`config.mk`:
```
export PLATFORM = sky130hd
export DESIGN_NAME = bitmask_dictionary_code_compressor
export DESIGN_NICKNAME = d
export VERILOG_FILES = /design/src/design/bmdc_pkg.sv /design/src/design/bmdc_ram.sv /design/src/design/bmdc_match.sv /design/src/design/bitmask_dictionary_code_compressor.sv
export SDC_FILE = /design/constraint.sdc
export NUM_CORES = 1
export LEC_CHECK = 0
export ABC_CLOCK_PERIOD_IN_PS = 10400
export BUFFER_PORTS_ARGS = -buffer_cell sky130_fd_sc_hd__buf_4
export CAP_MARGIN = 10
export CORE_ASPECT_RATIO = 0.8
export CORE_UTILIZATION = 30
export DETAILED_ROUTE_END_ITERATION = 10
export SETUP_SLACK_MARGIN = 0.4
export SYNTH_ARGS = -nofsm -noshare
export SYNTH_HDL_FRONTEND = slang
export SYNTH_SLANG_ARGS = --single-unit
```
`constraint.sdc`:
```
create_clock -name clk_i -period 10.4 [get_ports clk_i]
set_input_delay 0.52 -clock clk_i [delete_from_list [all_inputs] [get_ports clk_i]]
set_output_delay 0.52 -clock clk_i [all_outputs]
set_load 0.02 [all_outputs]
```
`src/design/bmdc_pkg.sv`:
```
// Shared types and constants of the bitmask dictionary code compressor.
// No dependencies; imported by the entry matcher and the top level.
package bmdc_pkg;

  // Command codes carried by the opcode field
  localparam logic [1:0] OP_LOAD   = 2'd0;
  localparam logic [1:0] OP_ENCODE = 2'd1;
  localparam logic [1:0] OP_FLUSH  = 2'd2;

  // Three-bit format prefixes of the emitted codes
  localparam logic [2:0] KIND_RAW      = 3'b000;
  localparam logic [2:0] KIND_RUN      = 3'b001;
  localparam logic [2:0] KIND_SPAN     = 3'b010;
  localparam logic [2:0] KIND_ONE      = 3'b011;
  localparam logic [2:0] KIND_TWO_ADJ  = 3'b100;
  localparam logic [2:0] KIND_FOUR_ADJ = 3'b101;
  localparam logic [2:0] KIND_TWO_ANY  = 3'b110;
  localparam logic [2:0] KIND_EXACT    = 3'b111;

  // Output field widths
  localparam int CODE_W  = 35;
  localparam int LEN_W   = 6;
  localparam int LOC_W   = 5;
  localparam int MASK_W  = 4;
  localparam int IDX_W   = 4;
  localparam int RCODE_W = 3;

  // Fixed code lengths
  localparam logic [LEN_W-1:0] LEN_EXACT = 6'd7;
  localparam logic [LEN_W-1:0] LEN_LOC   = 6'd12;
  localparam logic [LEN_W-1:0] LEN_SPAN  = 6'd16;
  localparam logic [LEN_W-1:0] LEN_TWO   = 6'd17;
  localparam logic [LEN_W-1:0] LEN_RUN   = 6'd6;

  // Format rank: lower value wins, ties go to the lower entry
  typedef enum logic [2:0] {
    FMT_EXACT    = 3'd0,
    FMT_ONE      = 3'd1,
    FMT_TWO_ADJ  = 3'd2,
    FMT_FOUR_ADJ = 3'd3,
    FMT_SPAN     = 3'd4,
    FMT_TWO_ANY  = 3'd5,
    FMT_NONE     = 3'd6
  } fmt_e;

  // Classification of one word against one dictionary entry
  typedef struct packed {
    fmt_e              fmt;
    logic [LOC_W-1:0]  loc;
    logic [LOC_W-1:0]  loc2;
    logic [MASK_W-1:0] mask;
  } match_t;

endpackage

```
`src/design/bmdc_ram.sv`:
```
// Generic single-write, single-read RAM with registered read data.
// No dependencies; holds the dictionary of the compressor.
module bmdc_ram #(
  parameter int WIDTH = 32,
  parameter int DEPTH = 16
) (
  input  logic                     clk_i,
  input  logic                     we_i,
  input  logic [$clog2(DEPTH)-1:0] waddr_i,
  input  logic [WIDTH-1:0]         wdata_i,
  input  logic [$clog2(DEPTH)-1:0] raddr_i,
  output logic [WIDTH-1:0]         rdata_o
);

  logic [WIDTH-1:0] mem_q [DEPTH];

  // Write on enable, read every cycle
  always_ff @(posedge clk_i) begin
    if (we_i) begin
      mem_q[waddr_i] <= wdata_i;
    end
    rdata_o <= mem_q[raddr_i];
  end

endmodule

```
`src/design/bmdc_match.sv`:
```
// Classifies the difference between an input word and one dictionary entry.
// Depends on bmdc_pkg for the format rank and the match struct.
module bmdc_match #(
  parameter int WORD_BITS = 32
) (
  input  logic [WORD_BITS-1:0] word_i,
  input  logic [WORD_BITS-1:0] entry_i,
  output bmdc_pkg::match_t     match_o
);
  import bmdc_pkg::*;

  localparam int PW = $clog2(WORD_BITS + 1);
  localparam int HW = $clog2(WORD_BITS);

  logic [WORD_BITS-1:0] diff;
  logic [PW-1:0]        pop;
  logic [HW-1:0]        hi;
  logic [HW-1:0]        lo;
  logic [HW-1:0]        span;
  logic [MASK_W-1:0]    mask;
  logic                 nz;

  assign diff = word_i ^ entry_i;
  assign nz   = |diff;
  assign pop  = PW'($countones(diff));

  // Locate highest and lowest differing bits
  always_comb begin
    hi = '0;
    lo = '0;
    for (int i = 0; i < WORD_BITS; i++) begin
      if (diff[i]) begin
        hi = HW'(i);
      end
    end
    for (int i = WORD_BITS - 1; i >= 0; i--) begin
      if (diff[i]) begin
        lo = HW'(i);
      end
    end
  end

  assign span = hi - lo;

  // Take the four bits starting at the highest differing bit
  always_comb begin
    mask = '0;
    for (int k = 0; k < MASK_W; k++) begin
      if (int'(hi) >= k) begin
        mask[MASK_W-1-k] = diff[hi - HW'(k)];
      end
    end
  end

  // Pick the best format this entry allows
  always_comb begin
    match_o.loc  = LOC_W'(WORD_BITS - 1 - int'(hi));
    match_o.loc2 = LOC_W'(WORD_BITS - 1 - int'(lo));
    match_o.mask = mask;
    if (!nz) begin
      match_o.fmt = FMT_EXACT;
    end else if (pop == PW'(1)) begin
      match_o.fmt = FMT_ONE;
    end else if (pop == PW'(2) && span == HW'(1)) begin
      match_o.fmt = FMT_TWO_ADJ;
    end else if (pop == PW'(4) && span == HW'(3)) begin
      match_o.fmt = FMT_FOUR_ADJ;
    end else if (span <= HW'(3)) begin
      match_o.fmt = FMT_SPAN;
    end else if (pop == PW'(2)) begin
      match_o.fmt = FMT_TWO_ANY;
    end else begin
      match_o.fmt = FMT_NONE;
    end
  end

endmodule

```
`src/design/bitmask_dictionary_code_compressor.sv`:
```
// Bitmask dictionary code compressor. Load all DICT_ENTRIES dictionary slots first, then send
// words to encode; repeats of the previous word are counted (up to MAX_RUN) and leave as one
// run code, and a flush sends a pending run. A load, a counted repeat or a flush with no run
// pending leaves the input free the next cycle; a flush that emits first passes the run beat,
// which waits while the output stalls. An encoded word passes the run beat if a run is pending,
// then the scan, a wait and the code beat, which also waits on the output. The single entry
// matcher scans the dictionary RAM one entry per cycle. The input is not ready while an item is at work.
module bitmask_dictionary_code_compressor #(
  parameter int DICT_ENTRIES = 16,
  parameter int WORD_BITS    = 32,
  parameter int MAX_RUN      = 8
) (
  input  logic                             clk_i,
  input  logic                             rst_ni,
  input  logic                             in_valid_i,
  output logic                             in_ready_o,
  input  logic [1:0]                       opcode_i,
  input  logic [31:0]                      word_i,
  input  logic [3:0]                       dict_slot_i,
  output logic                             out_valid_o,
  input  logic                             out_ready_i,
  output logic [bmdc_pkg::CODE_W-1:0]      code_o,
  output logic [bmdc_pkg::LEN_W-1:0]       code_len_o,
  output logic [2:0]                       code_kind_o,
  output logic                             last_o
);
  import bmdc_pkg::*;

  localparam int AW = $clog2(DICT_ENTRIES);
  localparam int RW = $clog2(MAX_RUN + 1);

  typedef enum logic [4:0] {
    S_IDLE = 5'b00001,
    S_RUN  = 5'b00010,
    S_SCAN = 5'b00100,
    S_WAIT = 5'b01000,
    S_CODE = 5'b10000
  } state_e;

  state_e               state_q, state_d;
  logic [WORD_BITS-1:0] prev_word_q, prev_word_d;
  logic                 prev_valid_q, prev_valid_d;
  logic [RW-1:0]        run_count_q, run_count_d;
  logic                 run_last_q, run_last_d;
  logic [WORD_BITS-1:0] word_q, word_d;
  logic [AW-1:0]        addr_q, addr_d;
  logic                 eval_valid_q, eval_valid_d;
  logic [AW-1:0]        eval_idx_q, eval_idx_d;
  fmt_e                 best_fmt_q, best_fmt_d;
  logic [AW-1:0]        best_idx_q, best_idx_d;
  match_t               best_q, best_d;
  logic                 out_valid_q, out_valid_d;
  logic [CODE_W-1:0]    code_q, code_d;
  logic [LEN_W-1:0]     len_q, len_d;
  logic [2:0]           kind_q, kind_d;
  logic                 last_q, last_d;

  logic                 in_fire;
  logic                 out_free;
  logic [WORD_BITS-1:0] in_word;
  logic                 ram_we;
  logic [WORD_BITS-1:0] ram_rdata;
  match_t               match;
  logic [IDX_W-1:0]     best_idx_ext;

  assign in_ready_o = (state_q == S_IDLE);
  assign in_fire    = in_valid_i && in_ready_o;
  assign out_free   = !out_valid_q || out_ready_i;
  assign in_word    = word_i[WORD_BITS-1:0];
  assign ram_we     = in_fire && (opcode_i == OP_LOAD) && (int'(dict_slot_i) < DICT_ENTRIES);
  assign best_idx_ext = IDX_W'(best_idx_q);

  bmdc_ram #(
    .WIDTH (WORD_BITS),
    .DEPTH (DICT_ENTRIES)
  ) u_dict (
    .clk_i   (clk_i),
    .we_i    (ram_we),
    .waddr_i (dict_slot_i[AW-1:0]),
    .wdata_i (in_word),
    .raddr_i (addr_q),
    .rdata_o (ram_rdata)
  );

  bmdc_match #(
    .WORD_BITS (WORD_BITS)
  ) u_match (
    .word_i  (word_q),
    .entry_i (ram_rdata),
    .match_o (match)
  );

  // Sequencer: accept, optional run beat, dictionary scan, wait, code beat
  always_comb begin
    state_d      = state_q;
    prev_word_d  = prev_word_q;
    prev_valid_d = prev_valid_q;
    run_count_d  = run_count_q;
    run_last_d   = run_last_q;
    word_d       = word_q;
    addr_d       = addr_q;
    eval_valid_d = 1'b0;
    eval_idx_d   = eval_idx_q;
    best_fmt_d   = best_fmt_q;
    best_idx_d   = best_idx_q;
    best_d       = best_q;
    out_valid_d  = out_valid_q && !out_ready_i;
    code_d       = code_q;
    len_d        = len_q;
    kind_d       = kind_q;
    last_d       = last_q;

    // Keep the best match seen so far
    if (eval_valid_q && (match.fmt < best_fmt_q)) begin
      best_fmt_d = match.fmt;
      best_idx_d = eval_idx_q;
      best_d     = match;
    end

    case (state_q)
      S_IDLE: begin
        if (in_fire) begin
          word_d   = in_word;
          addr_d   = '0;
          best_fmt_d = FMT_NONE;
          case (opcode_i)
            OP_ENCODE: begin
              if (prev_valid_q && (in_word == prev_word_q) &&
                  (run_count_q < RW'(MAX_RUN))) begin
                run_count_d = run_count_q + RW'(1);
              end else begin
                prev_word_d  = in_word;
                prev_valid_d = 1'b1;
                run_last_d   = 1'b0;
                state_d      = (run_count_q != '0) ? S_RUN : S_SCAN;
              end
            end
            OP_FLUSH: begin
              run_last_d = 1'b1;
              if (run_count_q != '0) begin
                state_d = S_RUN;
              end
            end
            default: begin
            end
          endcase
        end
      end
      S_RUN: begin
        if (out_free) begin
          out_valid_d = 1'b1;
          code_d      = CODE_W'({KIND_RUN, RCODE_W'(run_count_q - RW'(1))});
          len_d       = LEN_RUN;
          kind_d      = KIND_RUN;
          last_d      = run_last_q;
          run_count_d = '0;
          state_d     = run_last_q ? S_IDLE : S_SCAN;
        end
      end
      S_SCAN: begin
        eval_valid_d = 1'b1;
        eval_idx_d   = addr_q;
        if (addr_q == AW'(DICT_ENTRIES - 1)) begin
          state_d = S_WAIT;
        end else begin
          addr_d = addr_q + AW'(1);
        end
      end
      S_WAIT: begin
        state_d = S_CODE;
      end
      S_CODE: begin
        if (out_free) begin
          out_valid_d = 1'b1;
          last_d      = 1'b1;
          state_d     = S_IDLE;
          case (best_fmt_q)
            FMT_EXACT: begin
              code_d = CODE_W'({KIND_EXACT, best_idx_ext});
              len_d  = LEN_EXACT;
              kind_d = KIND_EXACT;
            end
            FMT_ONE: begin
              code_d = CODE_W'({KIND_ONE, best_q.loc, best_idx_ext});
              len_d  = LEN_LOC;
              kind_d = KIND_ONE;
            end
            FMT_TWO_ADJ: begin
              code_d = CODE_W'({KIND_TWO_ADJ, best_q.loc, best_idx_ext});
              len_d  = LEN_LOC;
              kind_d = KIND_TWO_ADJ;
            end
            FMT_FOUR_ADJ: begin
              code_d = CODE_W'({KIND_FOUR_ADJ, best_q.loc, best_idx_ext});
              len_d  = LEN_LOC;
              kind_d = KIND_FOUR_ADJ;
            end
            FMT_SPAN: begin
              code_d = CODE_W'({KIND_SPAN, best_q.loc, best_q.mask, best_idx_ext});
              len_d  = LEN_SPAN;
              kind_d = KIND_SPAN;
            end
            FMT_TWO_ANY: begin
              code_d = CODE_W'({KIND_TWO_ANY, best_q.loc, best_q.loc2, best_idx_ext});
              len_d  = LEN_TWO;
              kind_d = KIND_TWO_ANY;
            end
            default: begin
              code_d = CODE_W'(word_q);
              len_d  = LEN_W'(3 + WORD_BITS);
              kind_d = KIND_RAW;
            end
          endcase
        end
      end
      default: begin
        state_d = S_IDLE;
      end
    endcase
  end

  // Control state
  always_ff @(posedge clk_i or negedge rst_ni) begin
    if (!rst_ni) begin
      state_q      <= S_IDLE;
      prev_word_q  <= '0;
      prev_valid_q <= 1'b0;
      run_count_q  <= '0;
      eval_valid_q <= 1'b0;
      out_valid_q  <= 1'b0;
    end else begin
      state_q      <= state_d;
      prev_word_q  <= prev_word_d;
      prev_valid_q <= prev_valid_d;
      run_count_q  <= run_count_d;
      eval_valid_q <= eval_valid_d;
      out_valid_q  <= out_valid_d;
    end
  end

  // Payload and scan registers
  always_ff @(posedge clk_i) begin
    run_last_q <= run_last_d;
    word_q     <= word_d;
    addr_q     <= addr_d;
    eval_idx_q <= eval_idx_d;
    best_fmt_q <= best_fmt_d;
    best_idx_q <= best_idx_d;
    best_q     <= best_d;
    code_q     <= code_d;
    len_q      <= len_d;
    kind_q     <= kind_d;
    last_q     <= last_d;
  end

  assign out_valid_o = out_valid_q;
  assign code_o      = code_q;
  assign code_len_o  = len_q;
  assign code_kind_o = kind_q;
  assign last_o      = last_q;

endmodule
```
==> results.tsv <==
stage	metric	value	unit
outcome	status	complete, but fails checks	
outcome	violations	design-rule violations	
die	rows	103	
cts	cts_tree	yes	
drt	drt_first_pass_iters	8	
timing	hold_violations	0	
timing	relSlewSlack	0.195	
worst_setup_path	critPathLaunchType	flip-flop	
die	die_w	355	um
cts	cts_buffer_depth	3	
finish	area_delta_synth_final	15.9	%
cts	clock_latency	630	ps
timing	maxSlewViolCount	0	
timing	setup_viol	0	
yosys	async_flop_share	0.0636	
finish	drive_above_1_share	0.269	
die	dieArea	101000	um^2
yosys	synth-simple-area-share	0.0472	
yosys	ys_seq_elements	692	
die	ios	89	
yosys	avgSynthCellArea	17.8	um^2
yosys	ys.flop_type	edfxtp_1	
yosys	ys_seq_area_frac	0.675	
cts	cts-root-buf	clkbuf_16	
finish	instances_no_fill	3183	
place	dp.cells	3052	
timing	setup_tns	0	ps
yosys	netlist_instances	1684	
finish	fin_area	34700	um^2
drt	viasPerCell	5.07	
drt	dr_total_vias	16200	
place	portBuffers	85	
grt	overflow	0	
drt	antenna_left	0	
yosys	synth_fa_ha_area_frac	0.0414	
die	die_y	285	um
job	cap_violations	0	
drt	drt-total-wl	81000	um
grt	grt_pass1_vias	16300	
yosys	syn_area	30000	um^2
timing	period_minus_slack	7560	ps
drt	wire_per_inst	25.4	um
yosys	synth_edf_count	613	
timing	rsz0062_at_grt	no	
cts	cts.repair.resized	0	
yosys	yosys_warnings	0	
finish	diodes	0	
finish	final_cell_mix	edfxtp_1, mux4_2, buf_4	
worst_setup_path	crit_required	10610	ps
place	dpl_cell_area	32300	um^2
timing	finalClockSkew	38.5	ps
die	initial_core_util	0.303	
worst_setup_path	crit_type	flip-flop to flip-flop	
grt	antenna_found_initial	9	
cts	numCtsBuffers	73	
worst_setup_path	crit_fanout	22	
grt	grt_use_total	0.160	
yosys	synth.distinct_cells	84	
grt	grt_first_pass_wirelength	117000	um
finish	multiInputGateArea	9260	um^2
finish	regArea	20200	um^2
finish	fin_nets	1941	
grt	grt_max_degree	132	
finish	fillers	9186	
timing	fin_crit_sh	0.727	
yosys	synth_top_family_by_area	multiplexers	
finish	postLayoutCoreUtil	0.351	
cts	clkTransAtPathRegs	60	ps
finish	final_common_cell	edfxtp_1	
yosys	synth_xor_area_frac	0.0298	
place	gp_congestion	0.875	
yosys	synth_compound_area_frac	0.0396	
timing	tightest_slew	1200	ps
worst_setup_path	worst_setup_path_end_kind	flip-flop	
drt	first_iter_violations	1571	
place	detailed_place_hpwl	49000	um
worst_setup_path	crit_arrival	7770	ps
drt	drc	9	
min_path	worstHoldPathType	primary input to flip-flop	
cts	clkSinkCount	692	
cts	h-tree-depth	3	
yosys	synth.mux.area_fraction	0.147	
timing	fmax	0.132	GHz
die	core_area	98800	um^2
-- timing repair --
item                                   4_1_cts  5_1_grt
endpoints found under the hold margin       43        0
hold buffers                                 1        0
setup buffers                                0        0
-- routing by layer --
layer / vias to the layer above / global-route usage / routed length (um)
met3: 112 / 0.0354 / 5920
met1: 8492 / 0.224 / 35400
met5: - / 0.00524 / 111
li1: 6925 / - / -
met2: 614 / 0.250 / 37700
met4: 8 / 0.0415 / 1910
-- registers in the layout, summed over array words and instances (netlist names) --
| register | cells |
|---|---|
| out_valid_o | 1 |
| code_len_o | 6 |
| eval_valid_q | 1 |
| best_idx_ext | 4 |
| eval_idx_q | 4 |
| state_q | 5 |
| addr_q | 4 |
| best_q | 14 |
| prev_valid_q | 1 |
| u_dict.rdata_o | 32 |
| run_last_q | 1 |
| code_o | 32 |
| prev_word_q | 32 |
| code_kind_o | 3 |
| last_o | 1 |
| run_count_q | 4 |
| best_fmt_q | 3 |
| word_q | 32 |
| u_dict.mem_q | 512 |
-- worst max-delay path, cell delays in order (launching register included) --
cell	delay (ps)
edfxtp_1	420
xnor2_1	510
inv_1	230
ha_1	330
inv_1	50
fa_1	530
inv_1	50
fa_1	450
fa_1	370
inv_1	90
fa_1	440
fa_1	520
inv_1	50
ha_1	210
fa_1	470
o21a_1	180
nor4_1	260
nand2b_1	140
nor3_1	260
a21oi_1	140
ha_1	200
nor2b_1	260
nand3b_1	150
o21ai_2	850
-- kinds of logic (layout without fill, tap and decap cells) --
kind of cell,Yosys count,count (layout)
AO/OA/AOI/OAI,175,175
XOR/XNOR,81,81
adder cells (fa/ha/maj),83,83
buffers and inverters,152,337
flip-flops,692,692
multiplexers,224,224
other,1,3
AND/OR/NAND/NOR,276,276
-- worst paths after layout --
kind / slack (ps) / endpoint / depth (start not counted) / startpoint
max in group asynchronous: 9430 / prev_word_q[27] / 2 / rst_ni
min reg2reg: 430 / best_idx_ext[0] / 0 / eval_idx_q[0]
min: 240 / u_dict.mem_q[11][27] / 1 / word_i[27]
max: 2840 / best_q[13] / 23 / word_q[4]
max reg2reg: 2840 / best_q[13] / 23 / word_q[4]
min in group asynchronous: 460 / out_valid_o / 2 / rst_ni
-- synthesized netlist by cell type, types with 17 or more instances --
cell type	n	area [um^2]
edfxtp_1	613	18400
dfrtp_1	43	1080
nor3_1	25	125
mux2_2	37	417
nand2_1	56	210
and2_1	17	106
a21oi_1	40	200
fa_1	27	541
nand3_1	19	95.1
mux2i_1	19	190
dfxtp_1	35	701
xnor2_1	47	412
ha_1	56	701
clkbuf_1	33	124
nor2_1	87	327
inv_1	73	274
mux4_2	168	3780
o21ai_0	37	185
-- stage by stage --
| stage | setup WS, ps | hold WS, ps |
|---|---|---|
| detailed placement | 2920 | 416 |
| global placement | 3130 | 411 |
| global route | 2260 | 234 |
| CTS | 2860 | 202 |
| floorplan | 3440 | 224 |
| finish | 2840 | 241 |
-- cell type report --
cell class	count	area share
flip-flops and latches	692	0.582
multi-input cells	842	0.267
clock buffers	89	0.0552
well taps	1312	0.0473
repair buffers	116	0.0255
clock inverters	41	0.0127
inverters	91	0.0103
Power is left out: the tool's default activity adds up to more than one toggle a clock period on the data nets, which glitch-free logic cannot reach.
